<file path="config.mk">
export PLATFORM = sky130hd
export DESIGN_NAME = poly_voice_allocator_core
export DESIGN_NICKNAME = d
export VERILOG_FILES = /design/src/pva_pkg.sv /design/src/poly_voice_allocator_core.sv
export SDC_FILE = /design/constraint.sdc
export NUM_CORES = 1
export LEC_CHECK = 0
export BUFFER_PORTS_ARGS = -buffer_cell sky130_fd_sc_hd__buf_2
export CAP_MARGIN = 40
export CORE_MARGIN = 3
export CORE_UTILIZATION = 32
export CTS_BUF_LIST = sky130_fd_sc_hd__clkbuf_4
export CTS_CLUSTER_DIAMETER = 60
export DETAILED_ROUTE_END_ITERATION = 12
export GPL_ROUTABILITY_DRIVEN = 0
export RECOVER_POWER = 50
export SYNTH_ARGS = -nofsm -noshare
export SYNTH_HDL_FRONTEND = slang
export SYNTH_SLANG_ARGS = --single-unit
export TNS_END_PERCENT = 5
</file>
<file path="constraint.sdc">
create_clock -name aclk -period 7.7 [get_ports aclk]
set_input_delay 1.155 -clock aclk [delete_from_list [all_inputs] [get_ports aclk]]
set_output_delay 1.155 -clock aclk [all_outputs]
set_load 0.02 [all_outputs]
</file>
<file path="src/pva_pkg.sv">
// Shared types and constants for the polyphonic voice allocator.
// No dependencies; imported by poly_voice_allocator_core.
`timescale 1ns / 1ps
`default_nettype none

package pva_pkg;

    localparam int MAX_VOICES = 16;
    localparam int HELD_DEPTH = 16;

    localparam logic [3:0] KIND_NOTE_OFF = 4'h8;
    localparam logic [3:0] KIND_NOTE_ON  = 4'h9;
    localparam logic [3:0] KIND_CTRL     = 4'hB;
    localparam logic [6:0] CC_ALL_SOUND_OFF = 7'd120;
    localparam logic [6:0] CC_ALL_NOTES_OFF = 7'd123;
    localparam logic [6:0] NOTE_TOP = 7'd127;

    typedef struct packed {
        logic [7:0] status_byte;
        logic [6:0] data_one;
        logic [6:0] data_two;
    } pva_in_t;

    typedef struct packed {
        logic [3:0] voice_index;
        logic [6:0] voice_note;
        logic [6:0] voice_velocity;
        logic       voice_gate;
        logic       last_voice;
    } pva_out_t;

    typedef struct packed {
        logic [6:0] note;
        logic [6:0] vel;
    } pva_entry_t;

endpackage

`default_nettype wire

</file>
<file path="src/poly_voice_allocator_core.sv">
// Round-robin polyphonic voice allocator driven by MIDI channel messages.
// Depends on pva_pkg for payload types and message constants.
`timescale 1ns / 1ps
`default_nettype none

// One message is taken at a time and answered with one beat per active
// voice. Voice note/velocity sit in a single-port synchronous memory and the
// held-key stack in a synchronous memory with separate read and write
// addresses; every held-key access is a read state followed by a check or
// write state, and an all-notes-off or all-sound-off repeats the note-off
// for all 128 notes. A new message is taken as soon as the last voice beat
// sits in the output register.
module poly_voice_allocator_core
    import pva_pkg::*;
(
    input  wire logic       aclk,
    input  wire logic       aresetn,
    input  wire logic       s_valid,
    output logic            s_ready,
    input  wire pva_in_t    s_data,
    output logic            m_valid,
    input  wire logic       m_ready,
    output pva_out_t        m_data,
    input  wire logic       cfg_wr_en,
    input  wire logic [4:0] cfg_wr_data
);

    localparam logic [3:0] ST_IDLE   = 4'd0;
    localparam logic [3:0] ST_H_RD   = 4'd1;
    localparam logic [3:0] ST_H_CK   = 4'd2;
    localparam logic [3:0] ST_SH_RD  = 4'd3;
    localparam logic [3:0] ST_SH_WR  = 4'd4;
    localparam logic [3:0] ST_V_SCAN = 4'd5;
    localparam logic [3:0] ST_RS_RD  = 4'd6;
    localparam logic [3:0] ST_RS_CK  = 4'd7;
    localparam logic [3:0] ST_PICK   = 4'd8;
    localparam logic [3:0] ST_REP_RD = 4'd9;
    localparam logic [3:0] ST_REP_OUT = 4'd10;

    logic [3:0]  state_reg;
    logic        op_on_reg;
    logic        aoff_reg;
    logic [6:0]  note_reg;
    logic [6:0]  vel_reg;
    logic [4:0]  hi_reg;
    logic [4:0]  hcnt_reg;
    logic [3:0]  vc_reg;
    logic [4:0]  step_reg;
    logic [3:0]  ptr_reg;
    logic [4:0]  vcount_reg;
    logic [15:0] gate_reg;
    logic [15:0] vvld_reg;
    logic [6:0]  shadow_reg [MAX_VOICES];

    // Voice memory and held-key memory.
    pva_entry_t  vmem [MAX_VOICES];
    pva_entry_t  hmem [HELD_DEPTH];
    pva_entry_t  vrd_reg;
    logic        vrd_vld_reg;
    pva_entry_t  hrd_reg;

    logic        v_we;
    pva_entry_t  v_wdata;
    logic        h_we;
    logic [3:0]  h_waddr;
    pva_entry_t  h_wdata;
    logic [3:0]  h_raddr;

    logic [4:0]  vc_inc;
    logic        vc_last;
    logic [3:0]  vc_wrap;
    logic [3:0]  pick_wrap;
    logic        sounding;
    logic [4:0]  cfg_n;
    logic [3:0]  kind;
    logic        out_free;

    assign kind     = s_data.status_byte[7:4];
    assign vc_inc   = {1'b0, vc_reg} + 5'd1;
    assign vc_last  = (vc_inc == vcount_reg);
    assign vc_wrap  = vc_last ? 4'd0 : vc_inc[3:0];
    assign s_ready  = (state_reg == ST_IDLE);
    assign out_free = !m_valid || m_ready;

    always_comb begin
        if (cfg_wr_data == 5'd0) begin
            cfg_n = 5'd1;
        end else if (cfg_wr_data > 5'd16) begin
            cfg_n = 5'd16;
        end else begin
            cfg_n = cfg_wr_data;
        end
    end

    // A held key counts as sounding if any active gated voice plays it.
    always_comb begin
        sounding = 1'b0;
        for (int c = 0; c < MAX_VOICES; c++) begin
            if ((5'(c) < vcount_reg) && gate_reg[c] && (shadow_reg[c] == hrd_reg.note)) begin
                sounding = 1'b1;
            end
        end
    end

    always_comb begin
        pick_wrap = vc_wrap;
        h_raddr   = (state_reg == ST_SH_RD) ? 4'(hi_reg + 5'd1) : hi_reg[3:0];
        h_we      = 1'b0;
        h_waddr   = hi_reg[3:0];
        h_wdata   = '{note: note_reg, vel: vel_reg};
        v_we      = 1'b0;
        v_wdata   = '{note: note_reg, vel: vel_reg};
        case (state_reg)
            ST_IDLE: begin
                // A note-on into an empty stack lands in the bottom entry right away.
                if (s_valid && kind == KIND_NOTE_ON && s_data.data_two != 7'd0
                    && hcnt_reg == 5'd0) begin
                    h_we    = 1'b1;
                    h_waddr = 4'd0;
                    h_wdata = '{note: s_data.data_one, vel: s_data.data_two};
                end
            end
            ST_H_CK: begin
                if (op_on_reg) begin
                    if (hrd_reg.note == note_reg) begin
                        h_we = 1'b1;
                    end else if ((hi_reg + 5'd1 >= hcnt_reg) && (hcnt_reg < 5'd16)) begin
                        h_we    = 1'b1;
                        h_waddr = hcnt_reg[3:0];
                    end
                end
            end
            ST_SH_WR: begin
                h_we    = 1'b1;
                h_wdata = hrd_reg;
            end
            ST_RS_CK: begin
                v_we    = !sounding;
                v_wdata = hrd_reg;
            end
            ST_PICK: begin
                v_we = !gate_reg[vc_reg] || (step_reg == vcount_reg);
            end
            default: begin
            end
        endcase
    end

    always_ff @(posedge aclk) begin
        if (v_we) begin
            vmem[vc_reg] <= v_wdata;
        end
        vrd_reg     <= vmem[vc_reg];
        vrd_vld_reg <= vvld_reg[vc_reg];
        if (h_we) begin
            hmem[h_waddr] <= h_wdata;
        end
        hrd_reg <= hmem[h_raddr];
    end

    always_ff @(posedge aclk) begin
        if (!aresetn) begin
            state_reg  <= ST_IDLE;
            op_on_reg  <= 1'b0;
            aoff_reg   <= 1'b0;
            hcnt_reg   <= '0;
            hi_reg     <= '0;
            vc_reg     <= '0;
            step_reg   <= '0;
            ptr_reg    <= '0;
            vcount_reg <= 5'd16;
            gate_reg   <= '0;
            vvld_reg   <= '0;
            m_valid    <= 1'b0;
            for (int c = 0; c < MAX_VOICES; c++) begin
                shadow_reg[c] <= '0;
            end
        end else begin
            if (m_valid && m_ready) begin
                m_valid <= 1'b0;
            end
            if (cfg_wr_en) begin
                vcount_reg <= cfg_n;
                if ({1'b0, ptr_reg} >= cfg_n) begin
                    ptr_reg <= '0;
                end
                for (int c = 0; c < MAX_VOICES; c++) begin
                    if (5'(c) >= cfg_n) begin
                        shadow_reg[c] <= '0;
                        gate_reg[c]   <= 1'b0;
                        vvld_reg[c]   <= 1'b0;
                    end
                end
            end
            if (v_we) begin
                shadow_reg[vc_reg] <= v_wdata.note;
                gate_reg[vc_reg]   <= 1'b1;
                vvld_reg[vc_reg]   <= 1'b1;
            end
            case (state_reg)
                ST_IDLE: begin
                    if (s_valid) begin
                        note_reg  <= s_data.data_one;
                        vel_reg   <= s_data.data_two;
                        hi_reg    <= '0;
                        vc_reg    <= '0;
                        aoff_reg  <= 1'b0;
                        op_on_reg <= 1'b0;
                        if (kind == KIND_NOTE_ON && s_data.data_two != 7'd0) begin
                            op_on_reg <= 1'b1;
                            if (hcnt_reg == 5'd0) begin
                                // Empty stack: push directly and go pick a voice.
                                hcnt_reg <= 5'd1;
                                state_reg <= ST_PICK;
                                vc_reg    <= ptr_reg;
                                step_reg  <= '0;
                            end else begin
                                state_reg <= ST_H_RD;
                            end
                        end else if (kind == KIND_NOTE_OFF || kind == KIND_NOTE_ON) begin
                            state_reg <= (hcnt_reg == 5'd0) ? ST_V_SCAN : ST_H_RD;
                        end else if (kind == KIND_CTRL && (s_data.data_one == CC_ALL_SOUND_OFF
                                     || s_data.data_one == CC_ALL_NOTES_OFF)) begin
                            aoff_reg  <= 1'b1;
                            note_reg  <= '0;
                            state_reg <= (hcnt_reg == 5'd0) ? ST_V_SCAN : ST_H_RD;
                        end else begin
                            state_reg <= ST_REP_RD;
                        end
                    end
                end
                ST_H_RD: begin
                    state_reg <= ST_H_CK;
                end
                ST_H_CK: begin
                    if (hrd_reg.note == note_reg) begin
                        if (op_on_reg) begin
                            state_reg <= ST_PICK;
                            vc_reg    <= ptr_reg;
                            step_reg  <= '0;
                        end else if (hi_reg + 5'd1 < hcnt_reg) begin
                            state_reg <= ST_SH_RD;
                        end else begin
                            hcnt_reg  <= hcnt_reg - 5'd1;
                            vc_reg    <= '0;
                            state_reg <= ST_V_SCAN;
                        end
                    end else if (hi_reg + 5'd1 < hcnt_reg) begin
                        hi_reg    <= hi_reg + 5'd1;
                        state_reg <= ST_H_RD;
                    end else if (op_on_reg) begin
                        if (hcnt_reg < 5'd16) begin
                            hcnt_reg <= hcnt_reg + 5'd1;
                        end
                        state_reg <= ST_PICK;
                        vc_reg    <= ptr_reg;
                        step_reg  <= '0;
                    end else begin
                        vc_reg    <= '0;
                        state_reg <= ST_V_SCAN;
                    end
                end
                ST_SH_RD: begin
                    state_reg <= ST_SH_WR;
                end
                ST_SH_WR: begin
                    hi_reg <= hi_reg + 5'd1;
                    if (hi_reg + 5'd2 < hcnt_reg) begin
                        state_reg <= ST_SH_RD;
                    end else begin
                        hcnt_reg  <= hcnt_reg - 5'd1;
                        vc_reg    <= '0;
                        state_reg <= ST_V_SCAN;
                    end
                end
                ST_V_SCAN, ST_RS_CK: begin
                    if (state_reg == ST_V_SCAN && shadow_reg[vc_reg] == note_reg
                        && gate_reg[vc_reg] && hcnt_reg != 5'd0) begin
                        // Freed voice: search the stack from the newest key down.
                        gate_reg[vc_reg] <= 1'b0;
                        hi_reg    <= hcnt_reg - 5'd1;
                        state_reg <= ST_RS_RD;
                    end else if (state_reg == ST_RS_CK && sounding && hi_reg != 5'd0) begin
                        hi_reg    <= hi_reg - 5'd1;
                        state_reg <= ST_RS_RD;
                    end else begin
                        if (state_reg == ST_V_SCAN && shadow_reg[vc_reg] == note_reg) begin
                            gate_reg[vc_reg] <= 1'b0;
                        end
                        if (!vc_last) begin
                            vc_reg    <= vc_wrap;
                            state_reg <= ST_V_SCAN;
                        end else if (aoff_reg && note_reg != NOTE_TOP) begin
                            note_reg  <= note_reg + 7'd1;
                            hi_reg    <= '0;
                            vc_reg    <= '0;
                            state_reg <= (hcnt_reg == 5'd0) ? ST_V_SCAN : ST_H_RD;
                        end else begin
                            vc_reg    <= '0;
                            state_reg <= ST_REP_RD;
                        end
                    end
                end
                ST_RS_RD: begin
                    state_reg <= ST_RS_CK;
                end
                ST_PICK: begin
                    // After a full lap with every voice sounding, vc_reg is back at
                    // the pointer and that voice is stolen.
                    if (!gate_reg[vc_reg] || step_reg == vcount_reg) begin
                        ptr_reg   <= pick_wrap;
                        vc_reg    <= '0;
                        state_reg <= ST_REP_RD;
                    end else begin
                        vc_reg   <= vc_wrap;
                        step_reg <= step_reg + 5'd1;
                    end
                end
                ST_REP_RD: begin
                    state_reg <= ST_REP_OUT;
                end
                ST_REP_OUT: begin
                    if (out_free) begin
                        m_valid <= 1'b1;
                        if (vc_last) begin
                            state_reg <= ST_IDLE;
                        end else begin
                            vc_reg    <= vc_wrap;
                            state_reg <= ST_REP_RD;
                        end
                    end
                end
                default: begin
                    state_reg <= ST_IDLE;
                end
            endcase
        end
    end

    // Result payload register.
    always_ff @(posedge aclk) begin
        if (state_reg == ST_REP_OUT && out_free) begin
            m_data.voice_index    <= vc_reg;
            m_data.voice_note     <= vrd_vld_reg ? vrd_reg.note : 7'd0;
            m_data.voice_velocity <= vrd_vld_reg ? vrd_reg.vel : 7'd0;
            m_data.voice_gate     <= gate_reg[vc_reg];
            m_data.last_voice     <= vc_last;
        end
    end

endmodule

`default_nettype wire
</file>
==> results.rst <==
.. list-table::
   :header-rows: 1

   * - Metric
     - Value
   * - Setup violators final
     - 0
   * - Fraction of power consumed by combinational cells
     - around 26%
   * - Row count
     - 113
   * - Number of buffer cells added on primary ports
     - 49
   * - Overflow after GRT
     - 0
   * - Syn_nets
     - 2096
   * - Clock root cell
     - clkbuf_4
   * - Top cell type's share of synthesized area
     - 58.0%
   * - Largest cells by area after synthesis
     - edfxtp_1 (58%), mux4_2 (12%), dfxtp_1 (6.5%), xnor2_1 (2.6%), nor2_1 (2.4%)
   * - Initial antenna violation count
     - 6
   * - Layout cells sized above 1
     - 23.3%
   * - Number of instances resized during post-cts repair
     - 0
   * - Global-route wire length before repair
     - 125000 um
   * - Skew final
     - 0.0707 ns
   * - Standby leakage power
     - roughly 12 nW
   * - Status
     - complete, but fails checks
   * - Initial DRT Pass Iterations
     - 7
   * - Leading register cell type out of synthesis
     - edfxtp_1
   * - Core box area
     - 0.0952 sq mm
   * - Detail Route Antenna Nets
     - 0
   * - Average footprint of a synthesized cell
     - 15.1 sq um
   * - Register bit total from synthesis
     - roughly 700
   * - Worst Path Arrival
     - 7.03 ns
   * - Post-CTS Hold Buffers
     - 0
   * - Sum of negative setup slack
     - 0 ns
   * - Area added between synthesis and finish
     - 13.6%
   * - Bufs and invs on worst path
     - 1
   * - DIE WIDTH
     - around 320 um
   * - Ys async rst share
     - 0%
   * - Least-Margin Pin Slew
     - between 3 and 4 ns
   * - Vias per inst
     - 5.30
   * - Portion of total power attributed to sequential cells
     - ~44%
   * - Path type of the worst setup path
     - reg -> reg
   * - Starting density of the core
     - 32.3%
   * - Portion of total power attributed to the clock network
     - 30.2%
   * - Synthesis warning total
     - 0
   * - Vias in the first global route
     - around 20000
   * - TritonCTS clock tree
     - yes
   * - Startpoint of the worst-slack reg-to-reg timing path
     - vc_reg[1]$_SDFFE_PN0P_
   * - Die area
     - 0.0998 sq mm
   * - Post-synth EDFFs
     - 594
   * - Data required time at the worst endpoint
     - 8.54 ns
   * - Delay-heaviest family, CP
     - simple AND/OR/NAND/NOR gates
   * - Io pins
     - 54
   * - Kind of capture point of the worst setup path
     - register
   * - Maximum achievable frequency
     - between 150 and 200 MHz
   * - Number of distinct standard cells referenced by the synthesized netlist
     - 76
   * - Post-synth top area cell
     - edfxtp_1
   * - Placed wire-length estimate
     - 54000 um
   * - Fraction of the yosys area taken by sequential cells
     - 64.5%
   * - Die Y-Extent
     - 316 um
   * - Switching power as a share of total power
     - 31.4%
   * - Number of clock buffers inserted by TritonCTS
     - 177
   * - Beginning of the critical path
     - vc_reg[1]$_SDFFE_PN0P_
   * - Count leader, synth
     - edfxtp_1
   * - Buffers from clock root to sink, at most
     - 3
   * - Net switching power of the design
     - 3.40 mW
   * - Number of placed cells counting well taps
     - 3288
   * - Final slew viol count
     - ~240
   * - # Max-Cap Violations
     - 8
   * - Highest cell delay on the worst timing path
     - 1.57 ns
   * - Number of vias after detailed routing
     - 19200
   * - Count of nets after finishing
     - 2261
   * - Detailed-route DRC error count
     - 0
   * - Final Cycle Share
     - 80.4%
   * - Ratio of total power to cell area
     - 310 mW/mm^2
   * - RSZ-0062 raised after global routing
     - no
   * - Fin. Hold Viols
     - 0
   * - Class of the most critical hold timing path
     - reg -> reg
   * - Leading post-synthesis cells by instance count
     - edfxtp_1 (594), nor2_1 (199), mux4_2 (159)
   * - Synth Cell Area
     - 0.0307 sq mm
   * - Total power draw
     - 10.8 mW
   * - Startpoint of the tightest hold check path
     - vvld_reg[11]$_SDFF_PN0_
   * - Clock input transition at the sequential cells of the worst setup and hold paths
     - approximately 0.070 ns
   * - Ordered cell list for the critical path
     - mux4_2 > mux4_2 > o31ai_1 > nand3_1 > o31ai_1 > clkbuf_1 > and2_1 > nand2_1 > nor2_1
   * - Clock Latency Late Sink
     - 1.05 ns
   * - Internal portion of total power
     - about 7.4 mW
   * - Kind of start point of the critical path
     - register
   * - Max_slew headroom
     - -140%
   * - Filler-free cell count of the finished design
     - 3622
   * - Failing checks
     - capacitance limit, slew limit
   * - Wire length after detailed routing
     - around 84000 um
   * - Shortest clock period the worst path allows after layout
     - ~6.2 ns
   * - Maximum number of pins on one net before global-route repair
     - 57
   * - Highest net fanout along the worst path
     - 29
   * - Routed WL per cell
     - between 20 and 25 um
   * - Number of instances in the synthesized netlist
     - approximately 2000
   * - Largest voltage drop on the vdd net
     - 194 uV
   * - DR iter-0 viols
     - 2056
   * - Max H-tree Level
     - 4
   * - Number of buffers inserted by post-CTS setup repair
     - 0
   * - Tot GR Track Use
     - between 10% and 20%
   * - Critical-path top delay cell
     - dfxtp_1
   * - Number of sinks driven by the clock tree
     - 694
==> tightest hold or removal path: cells and delay by family (launching register included) <==
family	cells	cell delay (ns)
DFF	1	0.32
and+or+nand+nor	2	0.09
==> metrics by stage <==
stage | cell area (sq um) | setup WS [ns] | utilization (%) | hold slack (ns)
6_report | 34900 | 1.51 | 36.7 | 0.454
5_1_grt | 34900 | 1.32 | 36.7 | 0.359
4_1_cts | 35000 | 2.60 | 36.8 | 0.269
3_5_place_dp | 32700 | 2.65 | 34.3 | 0.444
3_3_place_gp | 32500 | 2.55 | 34.1 | 0.434
2_1_floorplan | 30700 | 3.58 | - | 0.418
==> final timing paths <==
kind	to	slack, ns	cells past startpoint
worst max-delay path	shadow_reg[7][4]$_SDFFCE_PN0P_	1.51	9
worst min-delay path	vvld_reg[11]$_SDFF_PN0_	0.45	2
worst max register to register	shadow_reg[7][4]$_SDFFCE_PN0P_	1.51	9
worst min register to register	vvld_reg[11]$_SDFF_PN0_	0.45	2
==> power by group through the flow <==
| stage | combinational [mW] | clock (mW) | sequential, mW |
|---|---|---|---|
| finish | 2.81 | 3.27 | 4.75 |
| global route | 3.03 | 3.57 | 4.77 |
| CTS | 2.78 | 3.36 | 4.74 |
| detailed placement | 2.77 | 0 | 4.82 |
| global placement | 2.73 | 0 | 4.81 |
| floorplan | 2.18 | 0 | 4.61 |
==> logic make-up (layout without fill, tap and decap cells) <==
family | after synthesis | in the layout | share of synthesized area (%)
simple gates | 516 | 516 | 8.00
buf+inv | 174 | 485 | 2.36
mux | 221 | 221 | 13.8
compound gates | 246 | 246 | 5.61
flops | 694 | 694 | 64.5
other cells | 0 | 9 | 0
fa+ha+maj | 27 | 27 | 1.10
xor+xnor | 159 | 159 | 4.58
==> layout make-up <==
type	instances	area, sq um
fillers	9005	60200
flip-flops and latches	694	19800
multi-input cells	1169	10200
clock buffers	266	2000
well taps	1265	1580
repair buffers	111	706
clock inverters	59	384
inverters	49	184
diodes	9	22.5
==> cell usage in the layout, fill, tap and decap left out, types with 41 or more instances in the layout <==
cell type	n
edfxtp_1	594
clkbuf_4	266
nor2_1	199
mux4_2	159
nand2_1	101
dfxtp_1	99
xnor2_1	90
xor2_1	65
inv_1	48
clkbuf_1	44
a21oi_1	43
mux2i_1	42
o21ai_0	41
==> metal layers <==
metal	up-vias	global-route usage (%)	wire length, um
met4	0	6.15	2480
li1	8372	-	-
met2	961	27.2	40500
met5	-	0	0
met3	183	3.86	7000
met1	9667	22.2	34300
Note: power is estimated with default switching activity, not from simulation.
